[src/hdl/afs_pkg.sv]
// Shared types and constants of the animation frame sequencer.
package afs_pkg;

  // Largest number of frames the sequence supports
  localparam int unsigned MAX_FRAMES = 256;
  // Highest usable frame index: the cap on frame_count, minus one
  localparam int unsigned LAST_CAP   = ((MAX_FRAMES < 256) ? MAX_FRAMES : 256) - 1;

  localparam logic [15:0] PASS_SAT = 16'hFFFF;

  typedef enum logic [1:0] {
    CMD_START   = 2'd0,
    CMD_ADVANCE = 2'd1,
    CMD_BACK    = 2'd2
  } cmd_t;

  typedef enum logic [1:0] {
    MODE_LOOP   = 2'd0,
    MODE_ONCE   = 2'd1,
    MODE_BOUNCE = 2'd2,
    MODE_LOOP_N = 2'd3
  } mode_t;

  typedef enum logic [1:0] {
    REG_FRAME_COUNT   = 2'd0,
    REG_PLAYBACK_MODE = 2'd1,
    REG_MAX_LOOPS     = 2'd2,
    REG_START_FORWARD = 2'd3
  } cfg_reg_t;

  // Outcome of one frame step
  typedef struct packed {
    logic [7:0]  frame;
    logic [15:0] pass;
    logic        dir;
    logic        valid;
  } adv_t;

endpackage

[src/hdl/animation_frame_sequencer.sv]
// Top level of the animation frame sequencer: command register, step logic, result register.
//
// Animation frame sequencer. Each request carries a command (start, advance, back) and a
// start frame; each request yields exactly one result with the current, previous and
// lookahead frame indexes, their shown bits, the direction, finished and running. The
// block takes one request per clock cycle while in_stall is low. A request is held in
// the command register, the step logic then updates the sequencer state and loads the result
// register, so each result is registered and waits there while out_stall is high.
// The command register doubles as a skid stage: one more request is taken while a finished
// result waits on out_stall, so in_stall rises only during reset or when both the result
// register and the command register are full.
// Configuration (frame_count, playback_mode, max_loops, start_forward) is written through
// the cfg port, which is ready whenever the block is out of reset; write it only while no
// request is in flight. Requests are refused during reset. The frame_count is capped at
// the package limit, and zero acts as one.
module animation_frame_sequencer import afs_pkg::*; (
  input  logic        clk,
  input  logic        rst_n,
  // request channel
  input  logic        in_valid,
  output logic        in_stall,
  input  logic [1:0]  in_command,
  input  logic [7:0]  in_start_frame,
  // result channel
  output logic        out_valid,
  input  logic        out_stall,
  output logic [7:0]  out_frame_index,
  output logic        out_frame_shown,
  output logic [7:0]  out_prev_index,
  output logic        out_prev_shown,
  output logic [7:0]  out_lookahead_index,
  output logic        out_lookahead_shown,
  output logic        out_going_forward,
  output logic        out_finished,
  output logic        out_is_running,
  // configuration write port
  input  logic        cfg_valid,
  output logic        cfg_ready,
  input  logic [1:0]  cfg_index,
  input  logic [15:0] cfg_data
);

  // One step of the sequence from frame c, in the given mode.
  function automatic adv_t step_frame(input logic [7:0] c, input logic [15:0] pass,
                                      input logic dir, input logic [7:0] last,
                                      input mode_t mode, input logic [7:0] origin,
                                      input logic [15:0] loops);
    adv_t       r;
    logic [7:0] wrap;
    logic       inc_at_origin;
    r.frame = c;
    r.pass  = pass;
    r.dir   = dir;
    r.valid = 1'b1;
    // wrap-around target at an end
    if (dir) begin
      wrap = (c != 8'd0) ? 8'd0 : ((last != 8'd0) ? 8'd1 : 8'd0);
    end else begin
      wrap = (c == 8'd0) ? last : c - 8'd1;
    end
    inc_at_origin = (c == origin) && (pass != PASS_SAT);
    if (c != 8'd0 && c < last) begin
      r.frame = dir ? c + 8'd1 : c - 8'd1;
    end else begin
      unique case (mode)
        MODE_LOOP: begin
          if (inc_at_origin) r.pass = pass + 16'd1;
          r.frame = wrap;
        end
        MODE_ONCE: begin
          if (c != origin) r.valid = 1'b0;
          else r.frame = wrap;
        end
        MODE_BOUNCE: begin
          if (pass != PASS_SAT) r.pass = pass + 16'd1;
          if (r.pass != 16'd1) r.dir = ~dir;
          if (r.dir) begin
            if (c < last) begin
              r.frame = c + 8'd1;
            end else begin
              r.dir   = 1'b0;
              r.frame = (last != 8'd0) ? last - 8'd1 : 8'd0;
            end
          end else begin
            if (c != 8'd0) begin
              r.frame = c - 8'd1;
            end else begin
              r.dir   = 1'b1;
              r.frame = (last != 8'd0) ? 8'd1 : 8'd0;
            end
          end
        end
        MODE_LOOP_N: begin
          if (inc_at_origin) r.pass = pass + 16'd1;
          if (r.pass >= loops) r.valid = 1'b0;
          else r.frame = wrap;
        end
        default: r.valid = 1'b0;
      endcase
    end
    return r;
  endfunction

  // ---------------------------------------------------------------------------
  // Configuration registers
  // ---------------------------------------------------------------------------
  logic [8:0]  frame_count_r;
  mode_t       playback_mode_r;
  logic [15:0] max_loops_r;
  logic        start_forward_r;

  // Refuse writes while reset is applied
  assign cfg_ready = rst_n;

  always_ff @(posedge clk) begin
    if (!rst_n) begin
      frame_count_r   <= 9'd256;
      playback_mode_r <= MODE_LOOP;
      max_loops_r     <= 16'd0;
      start_forward_r <= 1'b1;
    end else if (cfg_valid && cfg_ready) begin
      unique case (cfg_reg_t'(cfg_index))
        REG_FRAME_COUNT:   frame_count_r   <= cfg_data[8:0];
        REG_PLAYBACK_MODE: playback_mode_r <= mode_t'(cfg_data[1:0]);
        REG_MAX_LOOPS:     max_loops_r     <= cfg_data;
        REG_START_FORWARD: start_forward_r <= cfg_data[0];
        default: ;
      endcase
    end
  end

  // Last usable frame index: zero count acts as one, large counts are capped
  logic [7:0] last_idx;
  always_comb begin
    if (frame_count_r == 9'd0) begin
      last_idx = 8'd0;
    end else if ({23'd0, frame_count_r} > LAST_CAP + 1) begin
      last_idx = LAST_CAP[7:0];
    end else begin
      last_idx = 8'(frame_count_r - 9'd1);
    end
  end

  // ---------------------------------------------------------------------------
  // Command register (also the skid stage)
  // ---------------------------------------------------------------------------
  logic       s1_valid_r, s1_valid_nxt;
  logic [1:0] s1_cmd_r;
  logic [7:0] s1_frame_r;
  logic       out_valid_r, out_valid_nxt;
  logic       commit;
  logic       in_take;

  // Move the held command into the result register when that register frees up
  assign commit   = s1_valid_r && (!out_valid_r || !out_stall);
  // Hold off requests during reset and while the command register cannot drain
  assign in_stall = !rst_n || (s1_valid_r && !commit);
  assign in_take  = in_valid && !in_stall;

  always_comb begin
    s1_valid_nxt = s1_valid_r;
    if (in_take) s1_valid_nxt = 1'b1;
    else if (commit) s1_valid_nxt = 1'b0;
  end

  always_ff @(posedge clk) begin
    if (!rst_n) begin
      s1_valid_r <= 1'b0;
    end else begin
      s1_valid_r <= s1_valid_nxt;
    end
  end

  always_ff @(posedge clk) begin
    if (in_take) begin
      s1_cmd_r   <= in_command;
      s1_frame_r <= in_start_frame;
    end
  end

  // ---------------------------------------------------------------------------
  // Sequencer state
  // ---------------------------------------------------------------------------
  logic [7:0]  cur_frame_r, cur_frame_nxt;
  logic        cur_valid_r, cur_valid_nxt;
  logic [7:0]  last_frame_r, last_frame_nxt;
  logic        last_valid_r, last_valid_nxt;
  logic [7:0]  origin_r, origin_nxt;
  logic [15:0] pass_r, pass_nxt;
  logic        dir_r, dir_nxt;
  logic        run_r, run_nxt;
  adv_t        adv_now;
  adv_t        adv_look;

  // Step taken by an advance from the present state
  assign adv_now = step_frame(cur_frame_r, pass_r, dir_r, last_idx, playback_mode_r,
                              origin_r, max_loops_r);

  always_comb begin
    cur_frame_nxt  = cur_frame_r;
    cur_valid_nxt  = cur_valid_r;
    last_frame_nxt = last_frame_r;
    last_valid_nxt = last_valid_r;
    origin_nxt     = origin_r;
    pass_nxt       = pass_r;
    dir_nxt        = dir_r;
    run_nxt        = run_r;
    if (commit) begin
      unique case (s1_cmd_r)
        CMD_START: begin
          run_nxt       = 1'b1;
          origin_nxt    = s1_frame_r;
          cur_frame_nxt = s1_frame_r;
          cur_valid_nxt = 1'b1;
          pass_nxt      = 16'd0;
          dir_nxt       = start_forward_r;
        end
        CMD_ADVANCE: begin
          last_frame_nxt = cur_frame_r;
          last_valid_nxt = cur_valid_r;
          if (cur_valid_r) begin
            pass_nxt = adv_now.pass;
            dir_nxt  = adv_now.dir;
            if (adv_now.valid) begin
              cur_frame_nxt = adv_now.frame;
            end else begin
              // sequence ended: drop to blank and stop
              cur_frame_nxt = 8'd0;
              cur_valid_nxt = 1'b0;
              run_nxt       = 1'b0;
            end
          end else begin
            // blank stays blank
            cur_frame_nxt = 8'd0;
            run_nxt       = 1'b0;
          end
        end
        CMD_BACK: begin
          // swap current and previous frames
          cur_frame_nxt  = last_frame_r;
          last_frame_nxt = cur_frame_r;
          cur_valid_nxt  = last_valid_r;
          last_valid_nxt = cur_valid_r;
        end
        default: ;  // unused code: hold state, still report it
      endcase
    end
  end

  always_ff @(posedge clk) begin
    if (!rst_n) begin
      cur_frame_r  <= 8'd0;
      cur_valid_r  <= 1'b0;
      last_frame_r <= 8'd0;
      last_valid_r <= 1'b0;
      origin_r     <= 8'd0;
      pass_r       <= 16'd0;
      dir_r        <= 1'b1;
      run_r        <= 1'b0;
    end else begin
      cur_frame_r  <= cur_frame_nxt;
      cur_valid_r  <= cur_valid_nxt;
      last_frame_r <= last_frame_nxt;
      last_valid_r <= last_valid_nxt;
      origin_r     <= origin_nxt;
      pass_r       <= pass_nxt;
      dir_r        <= dir_nxt;
      run_r        <= run_nxt;
    end
  end

  // ---------------------------------------------------------------------------
  // Result register
  // ---------------------------------------------------------------------------
  // Lookahead: exactly what the next advance would give from the new state
  assign adv_look = step_frame(cur_frame_nxt, pass_nxt, dir_nxt, last_idx, playback_mode_r,
                               origin_nxt, max_loops_r);

  logic       look_ok;
  logic       cur_show;
  logic       prev_show;
  assign look_ok   = cur_valid_nxt && adv_look.valid && run_nxt;
  assign cur_show  = cur_valid_nxt && run_nxt;
  assign prev_show = last_valid_nxt && run_nxt;

  always_comb begin
    out_valid_nxt = out_valid_r;
    if (commit) out_valid_nxt = 1'b1;
    else if (!out_stall) out_valid_nxt = 1'b0;
  end

  always_ff @(posedge clk) begin
    if (!rst_n) begin
      out_valid_r <= 1'b0;
    end else begin
      out_valid_r <= out_valid_nxt;
    end
  end

  logic [7:0] res_frame_r, res_prev_r, res_look_r;
  logic       res_frame_shown_r, res_prev_shown_r, res_look_shown_r;
  logic       res_fwd_r, res_finished_r, res_running_r;

  always_ff @(posedge clk) begin
    if (commit) begin
      res_frame_r       <= cur_show ? cur_frame_nxt : 8'd0;
      res_frame_shown_r <= cur_show;
      res_prev_r        <= prev_show ? last_frame_nxt : 8'd0;
      res_prev_shown_r  <= prev_show;
      res_look_r        <= look_ok ? adv_look.frame : 8'd0;
      res_look_shown_r  <= look_ok;
      res_fwd_r         <= dir_nxt;
      res_finished_r    <= ~cur_valid_nxt;
      res_running_r     <= run_nxt;
    end
  end

  assign out_valid           = out_valid_r;
  assign out_frame_index     = res_frame_r;
  assign out_frame_shown     = res_frame_shown_r;
  assign out_prev_index      = res_prev_r;
  assign out_prev_shown      = res_prev_shown_r;
  assign out_lookahead_index = res_look_r;
  assign out_lookahead_shown = res_look_shown_r;
  assign out_going_forward   = res_fwd_r;
  assign out_finished        = res_finished_r;
  assign out_is_running      = res_running_r;

`ifndef ASSERT_OFF
  // A shown current frame is never reported as finished
  a_shown_not_finished: assert property (@(posedge clk) disable iff (!rst_n)
    out_valid && out_frame_shown |-> !out_finished)
    else $error("shown frame reported as finished");

  // Lookahead only shows on top of a shown current frame
  a_look_needs_cur: assert property (@(posedge clk) disable iff (!rst_n)
    out_valid && out_lookahead_shown |-> out_frame_shown)
    else $error("lookahead shown without current frame");

  // Previous frame only shows while running
  a_prev_needs_run: assert property (@(posedge clk) disable iff (!rst_n)
    out_valid && out_prev_shown |-> out_is_running)
    else $error("previous frame shown while idle");

  // A committed start loads its frame and sets running
  a_start_loads: assert property (@(posedge clk) disable iff (!rst_n)
    commit && (s1_cmd_r == CMD_START) |=>
      run_r && cur_valid_r && (cur_frame_r == $past(s1_frame_r)))
    else $error("start did not load the sequencer state");
`endif

endmodule

[config.mk]
export PLATFORM = sky130hd
export DESIGN_NAME = animation_frame_sequencer
export DESIGN_NICKNAME = d
export VERILOG_FILES = /design/src/hdl/afs_pkg.sv /design/src/hdl/animation_frame_sequencer.sv
export SDC_FILE = /design/constraint.sdc
export NUM_CORES = 1
export LEC_CHECK = 0
export BUFFER_PORTS_ARGS = -buffer_cell sky130_fd_sc_hd__buf_4
export CORE_UTILIZATION = 45
export CTS_BUF_LIST = sky130_fd_sc_hd__clkbuf_8
export DETAILED_ROUTE_END_ITERATION = 6
export PLACE_DENSITY = 0.71
export SLEW_MARGIN = 20
export SYNTH_ARGS = -nofsm -noshare
export SYNTH_HDL_FRONTEND = slang
export SYNTH_SLANG_ARGS = --single-unit
[constraint.sdc]
create_clock -name clk -period 23.7 [get_ports clk]
set_clock_uncertainty 0.05 [all_clocks]
set_input_delay 2.37 -clock clk [delete_from_list [all_inputs] [get_ports clk]]
set_output_delay 2.37 -clock clk [all_outputs]
set_load 0.05 [all_outputs]
* Word-level counts from Yosys, hierarchy flattened *
Index checks and enable logic that the tools add are counted.

storage, ports and cells
  input bits = 33
  bits in registers = 114
  RAM bits = 0
  bits in read-only memories = 0
  output and inout bits = 33
  bits in latches = 0
  memories = 0
  word-level logic and storage cells = 177

cells by class
  divide/modulo/power cells = 0
  shift-type cells = 0
  bitwise operators = 3
  eq/ne operators = 17
  $add $sub $neg = 8
  $lt $le $gt $ge = 5
  $mul = 0
  reduce and logical (&&, ||, !) cells = 34
  mux-type cells = 85

operators with widths
  operator                 number
  $mux W8                  30
  $mux W16                 14
  $pmux W8 S4              2
  $pmux W16 S3             1
  $add A16 B1 Y16 const B  2
  $ge A16 B16 Y1           2
  $ne A16 B1 Y1 const B    2
  $ne A16 B16 Y1 const B   2
  $pmux W16 S2             1
  $sub A8 B1 Y8 const B    4
  $mux W1                  30
  $pmux W8 S3              1
  $reduce_bool A8 Y1       3
  $mux W18                 1
  $add A8 B1 Y8 const B    2
  $eq A8 B8 Y1             2
  $logic_not A8 Y1         2
  $lt A8 B8 Y1             2
  $ne A8 B8 Y1             2
  $logic_and A1 B1 Y1      12
  $eq A2 B2 Y1 const B     5
  $gt A9 B9 Y1 const B     1
  $logic_not A9 Y1         1
  $pmux W1 S2              4
  10 further kinds         24

* Depth between registers and ports, before layout *
  depth in word-level cells = 28
  mapped depth = 39
  mapped depth without buffers = 36

* Least setup slack after synthesis *
OpenSTA, ideal clock, no wires.

  kind = register -> register
  start = register pass_r[3]
  end = register res_look_r[4] (netlist: out_lookahead_index[4]), data pin
  setup time = 180 ps
  required time = 23,470 ps
  path buffers = 4
  path slack = 14,912 ps
  cell stages (with the launch flop) = 39
  arrival = 8,558 ps
  period minus slack after synthesis = 8,788 ps
  cell sequence = dfxtp_1 clkbuf_1 nand3_1 clkbuf_1 nor4_1 clkbuf_1 nor2_1 nand2_1 xnor2_1 ha_1 o211a_1 o311a_1 a211oi_1 o21a_1 nor3b_1 o311a_1 or4_1 mux2i_1 [3 not listed] clkbuf_1 xor2_1 ha_1 nand2b_1 a21o_1 a21o_1 a21o_1 a21o_1 a21oi_1 o21ai_0 a221oi_1 o211ai_1 nor2_1 a31oi_1 a21oi_1 a21oi_1 and2_1 a221oi_1

on the way
  longest elaborated chain between the ends = 26
  elaborated cells on any way between the ends = 81
  those cells by class = add/sub: 4; order compare: 3; eq/ne: 6; mux: 60; bitwise: 1; reduce/logical: 7

RTL lines
  what                                                      RTL line                          source
  start, declared                                           animation_frame_sequencer.sv:189  logic [15:0] pass_r, pass_nxt;
  start signal, assigned                                    animation_frame_sequencer.sv:266  pass_r <= pass_nxt;
  branches (longest 26 deep; another with $add A16 B1 Y16)  n/a
  end signal, assigned                                      animation_frame_sequencer.sv:310  res_look_r <= look_ok ? adv_look.frame : 8'd0;
  end, declared                                             animation_frame_sequencer.sv:300  logic [7:0] res_frame_r, res_prev_r, res_look_r;

Parallel ways; which one is timed is not known. The select of a mux whose other input is x is not followed.
A chain may end at the register's enable or synchronous reset.

* Worst setup path in the final report *
  start = register cur_frame_r[0]
  end = register res_look_r[4] (netlist: out_lookahead_index[4]), data pin

on the way
  longest elaborated chain between the ends = 24
  elaborated cells on any way between the ends = 90
  those cells by class = add/sub: 5; order compare: 4; eq/ne: 6; mux: 64; bitwise: 1; reduce/logical: 10

RTL lines
  what                                        RTL line                          source
  start, declared                             animation_frame_sequencer.sv:184  logic [7:0] cur_frame_r, cur_frame_nxt;
  start signal, assigned                      animation_frame_sequencer.sv:261  cur_frame_r <= cur_frame_nxt;
  $eq A8 B8 Y1                                animation_frame_sequencer.sv:61   inc_at_origin = (c == origin) && (pass != PASS_SAT);
  $logic_and A1 B1 Y1                         animation_frame_sequencer.sv:61
  $mux W16                                    animation_frame_sequencer.sv:94   if (inc_at_origin) r.pass = pass + 16'd1;
  $mux W16                                    animation_frame_sequencer.sv:65   unique case (mode)
  $mux W16                                    animation_frame_sequencer.sv:62   if (c != 8'd0 && c < last) begin
  $ge A16 B16 Y1                              animation_frame_sequencer.sv:95   if (r.pass >= loops) r.valid = 1'b0;
  $mux W8 or $mux W1 (tied branches)          animation_frame_sequencer.sv:95
  $pmux W8 S4 or $pmux W1 S2 (tied branches)  animation_frame_sequencer.sv:65
  [5 not listed]                              n/a
  net cur_frame_nxt[4]                        animation_frame_sequencer.sv:184
  [2 not listed]                              n/a
  $mux W16                                    n/a
  $mux W16                                    animation_frame_sequencer.sv:65
  $mux W16                                    animation_frame_sequencer.sv:62
  $ge A16 B16 Y1                              animation_frame_sequencer.sv:95
  $mux W1                                     animation_frame_sequencer.sv:95
  $pmux W1 S2                                 animation_frame_sequencer.sv:65
  $mux W1                                     animation_frame_sequencer.sv:62
  $logic_and A1 B1 Y1 (2 in a row)            animation_frame_sequencer.sv:282  assign look_ok = cur_valid_nxt && adv_look.valid && run_nxt;

The timed path passes the listed nets; every way through them passes the cells marked *. The select of a mux whose other input is x is not followed.

==> flow_results.xml <==
<?xml version="1.0" encoding="UTF-8"?>
<metrics>
  <group name="sta">
    <metric name="grt_setup_unrepaired" unit="">false</metric>
    <metric name="highest_achievable_clock_rate" unit="MHz">95.3</metric>
    <metric name="timing.final.max_slew_violations" unit="">0</metric>
    <metric name="max-slew-margin-rel" unit="%">28.1</metric>
    <metric name="hold_ws" unit="ns">0.410</metric>
    <metric name="period_share" unit="%">44.3</metric>
    <metric name="timing.final.crit_period" unit="ns">10.50</metric>
    <metric name="worst-slew-pin-transition" unit="ns">1.07</metric>
    <metric name="finalSetupViolCount" unit="">0</metric>
    <metric name="hold_viol" unit="">0</metric>
    <metric name="totalNegativeSetupSlack" unit="ns">0</metric>
  </group>
  <group name="placed_design">
    <metric name="numPortBuffers" unit="">65</metric>
    <metric name="final_gp_congestion" unit="">1.01</metric>
    <metric name="place_inst" unit="">1612</metric>
    <metric name="detailedPlacementHpwl" unit="um">26800</metric>
  </group>
  <group name="logic_synthesis">
    <metric name="post_synth_edffs" unit="">40</metric>
    <metric name="synthMuxAreaShare" unit="%">3.90</metric>
    <metric name="synth-seq-cells" unit="">114</metric>
    <metric name="synth_compound_area_share" unit="%">25.0</metric>
    <metric name="synth.yosys.warnings" unit="">0</metric>
    <metric name="asyncSetResetFlopFracSynth" unit="%">0</metric>
    <metric name="synth_simple_gate_area_share" unit="%">25.2</metric>
    <metric name="post_synth_xor_area_fraction" unit="%">6.44</metric>
    <metric name="post_synthesis_share_of_cell_area_spent_on_full_adders_half_adders_and_majority_gates" unit="%">7.85</metric>
    <metric name="synth.avg_cell_area" unit="um2">7.78</metric>
    <metric name="dominantRegCellSynth" unit="">sky130_fd_sc_hd__dfxtp_1</metric>
    <metric name="syn_nets" unit="">1425</metric>
    <metric name="synth_top_family_by_area" unit="">simple AND/OR/NAND/NOR gates</metric>
    <metric name="synth-seq-area-share" unit="%">26.0</metric>
    <metric name="mappedNetlistArea" unit="um2">10300</metric>
    <metric name="yosys.cell_types.count" unit="">102</metric>
    <metric name="syn_inst" unit="">1328</metric>
  </group>
  <group name="floorplan">
    <metric name="dieArea" unit="um2">23600</metric>
    <metric name="row_count" unit="">55</metric>
    <metric name="design.portCount" unit="">66</metric>
    <metric name="floorplan.die.height" unit="um">154</metric>
    <metric name="core-area" unit="um2">22600</metric>
    <metric name="start_util" unit="%">45.8</metric>
    <metric name="die_x" unit="um">154</metric>
  </group>
  <group name="route">
    <metric name="first_pass_iters" unit="">5</metric>
    <metric name="route.vias.total" unit="">10600</metric>
    <metric name="number_of_antenna_violating_nets_in_the_routed_design" unit="">0</metric>
    <metric name="detail_route.wl_per_cell" unit="um">21.9</metric>
    <metric name="drc" unit="">0</metric>
    <metric name="route.final.wire_length" unit="um">36000</metric>
    <metric name="vias_per_cell" unit="">6.42</metric>
    <metric name="drt-initial-drc-count" unit="">1070</metric>
  </group>
  <group name="clocking">
    <metric name="clk_latency" unit="ns">0.48</metric>
    <metric name="number_of_buffers_created_by_cts" unit="">17</metric>
    <metric name="cts_root_buffer" unit="">sky130_fd_sc_hd__clkbuf_8</metric>
    <metric name="post_cts_hold_buffer_count" unit="">0</metric>
    <metric name="htree_depth" unit="">4</metric>
    <metric name="post_cts_buffers" unit="">0</metric>
    <metric name="cts_tree" unit="">done</metric>
    <metric name="cts_buffer_depth" unit="">2</metric>
    <metric name="path_clk_slew" unit="ns">0.09</metric>
    <metric name="tritoncts_sink_count" unit="">114</metric>
    <metric name="cts_repair_resize_count" unit="">0</metric>
  </group>
  <group name="final_layout">
    <metric name="final_common_cell" unit="">sky130_fd_sc_hd__nand2_1</metric>
    <metric name="antenna-diode-count" unit="">0</metric>
    <metric name="layout-area-overhead-vs-synth" unit="%">10.3</metric>
    <metric name="mostFrequentLayoutCells" unit="">sky130_fd_sc_hd__nand2_1, sky130_fd_sc_hd__nor2_1, sky130_fd_sc_hd__a21oi_1, sky130_fd_sc_hd__buf_4, sky130_fd_sc_hd__dfxtp_1</metric>
    <metric name="finish.utilization" unit="%">50.5</metric>
    <metric name="num-nets-final" unit="">1443</metric>
    <metric name="drive_above_1_share" unit="%">12.6</metric>
    <metric name="finalNonFillerCells" unit="">1644</metric>
    <metric name="num-fill-cells" unit="">2190</metric>
  </group>
  <group name="worst_setup_path">
    <metric name="critPathArrivalTime" unit="ns">10.74</metric>
    <metric name="critical_path_required" unit="ns">23.94</metric>
    <metric name="critical_path.startpoint_type" unit="">register</metric>
    <metric name="critical-path-slowest-cell" unit="">sky130_fd_sc_hd__a211oi_1</metric>
    <metric name="crit_path_frequent_cell" unit="">sky130_fd_sc_hd__a21o_1</metric>
    <metric name="critical_setup_path_kind" unit="">reg -&gt; reg</metric>
    <metric name="timing.critical_path.slowest_cell_delay" unit="ns">0.70</metric>
    <metric name="cpLargestDelayFamily" unit="">compound AO/OA/AOI/OAI gates</metric>
    <metric name="path_buf_inv" unit="">2</metric>
    <metric name="critPathMaxFanout" unit="">16</metric>
    <metric name="endpoint_type_of_the_worst_setup_path" unit="">register</metric>
  </group>
  <group name="grt">
    <metric name="groute.usage.overall" unit="%">30.8</metric>
    <metric name="antenna_found_initial" unit="">0</metric>
    <metric name="first_global_vias" unit="">9790</metric>
    <metric name="grt_first_pass_wirelength" unit="um">56400</metric>
    <metric name="grt_max_degree" unit="">70</metric>
    <metric name="globalRouteOverflowTotal" unit="">0</metric>
  </group>
  <group name="worst_hold_path">
    <metric name="hold_path.class" unit="">reg -&gt; reg</metric>
  </group>
  <group name="flow_run">
    <metric name="maxCapViolCount" unit="">0</metric>
  </group>
  <group name="power">
    <metric name="cellLeakagePower" unit="nW">4.55</metric>
    <metric name="vdd_ir_drop_max" unit="uV">36.4</metric>
    <metric name="power_per_cell_area" unit="nW/um2">49.3</metric>
  </group>
  <group name="run_status">
    <metric name="status" unit="">finished, final reports clean</metric>
  </group>
</metrics>
-- sequential cells by signal, indices dropped and copies added, names as in the netlist, 2 cells and up --
signal and cells:
max_loops_r 16, frame_count_r 9, pass_r 16, origin_r 8, s1_frame_r 8, playback_mode_r 2, out_prev_index 8, out_lookahead_index 8
s1_cmd_r 2, cur_frame_r 8, out_frame_index 8, last_frame_r 8
-- path summary, 6_finish.rpt --
kind         slack (ns)                        start  depth (start not counted)                                   end
max               13.20    cur_frame_r[0]$_SDFF_PN0_                         37  out_lookahead_index[4]$_SDFFCE_PN0P_
min                0.41  max_loops_r[5]$_SDFFE_PN0P_                          2           max_loops_r[5]$_SDFFE_PN0P_
max reg2reg       13.20    cur_frame_r[0]$_SDFF_PN0_                         37  out_lookahead_index[4]$_SDFFCE_PN0P_
min reg2reg        0.41  max_loops_r[5]$_SDFFE_PN0P_                          2           max_loops_r[5]$_SDFFE_PN0P_
-- cells in the mapped netlist (18+ instances only) --
cell type	count	area, um2
sky130_fd_sc_hd__o21ai_0	49	245
sky130_fd_sc_hd__edfxtp_1	40	1200
sky130_fd_sc_hd__nor2_1	146	548
sky130_fd_sc_hd__clkbuf_1	67	251
sky130_fd_sc_hd__a21oi_1	90	450
sky130_fd_sc_hd__mux2i_1	32	320
sky130_fd_sc_hd__nor4_1	18	113
sky130_fd_sc_hd__nand3_1	37	185
sky130_fd_sc_hd__nand2_1	150	563
sky130_fd_sc_hd__dfxtp_1	74	1480
sky130_fd_sc_hd__nand4_1	20	125
sky130_fd_sc_hd__nor3_1	38	190
sky130_fd_sc_hd__xnor2_1	55	482
sky130_fd_sc_hd__ha_1	64	801
sky130_fd_sc_hd__xor2_1	21	184
sky130_fd_sc_hd__inv_1	55	206
-- worst register-to-register path, delay by kind of cell (launching register included) --
kind / cells / cell delay (ns)
AOI/OAI and AO/OA: 20 / 5.29
and+or+nand+nor: 9 / 2.63
xor gates and xnor gates: 4 / 0.95
adders and majority gates: 2 / 0.60
buffers and inverters: 2 / 0.48
DFF: 1 / 0.32
-- per-stage QoR --
stage	power, W	cell area (um2)	setup WS (ns)
5_1_grt	0.000583	11400	12.58
4_1_cts	0.000558	11400	13.45
2_1_floorplan	0.000318	10300	14.91
6_report	0.000561	11400	13.20
3_5_place_dp	0.000365	11000	13.51
3_3_place_gp	0.000367	11000	13.63
-- per-layer routing --
layer / vias up / wire length, um / track usage (%)
li1: 4941 / - / -
met1: 4946 / 15800 / 42.8
met2: 569 / 15500 / 46.2
met3: 97 / 3610 / 6.48
met4: 0 / 1110 / 12.2
met5: - / 0 / 0
-- power by group --
group,switching (W),internal [W],leakage (nW),total [W]
combinational,0.000105,0.0000500,3.37,0.000155
clock,0.000106,0.0000879,0.197,0.000194
sequential,0.00000438,0.000207,0.988,0.000212
-- cell type report --
cell class | count | area (um2) | area share [%]
Sequential cell | 114 | 2680 | 23.6
Timing Repair Buffer | 86 | 646 | 5.67
Tap cell | 285 | 357 | 3.13
Clock inverter | 15 | 160 | 1.41
Inverter | 59 | 221 | 1.94
Clock buffer | 17 | 234 | 2.05
Multi-Input combinational cell | 1068 | 7090 | 62.2
-- cell families (layout without fill, tap and decap cells) --
family          count (synthesis)  count (layout)
mux                            39              39
buf+inv                       146             177
simple gates                  530             530
fa+ha+maj                      65              65
flops                         114             114
xor+xnor                       76              76
compound gates                358             358
(Power assumes the default switching activity.)
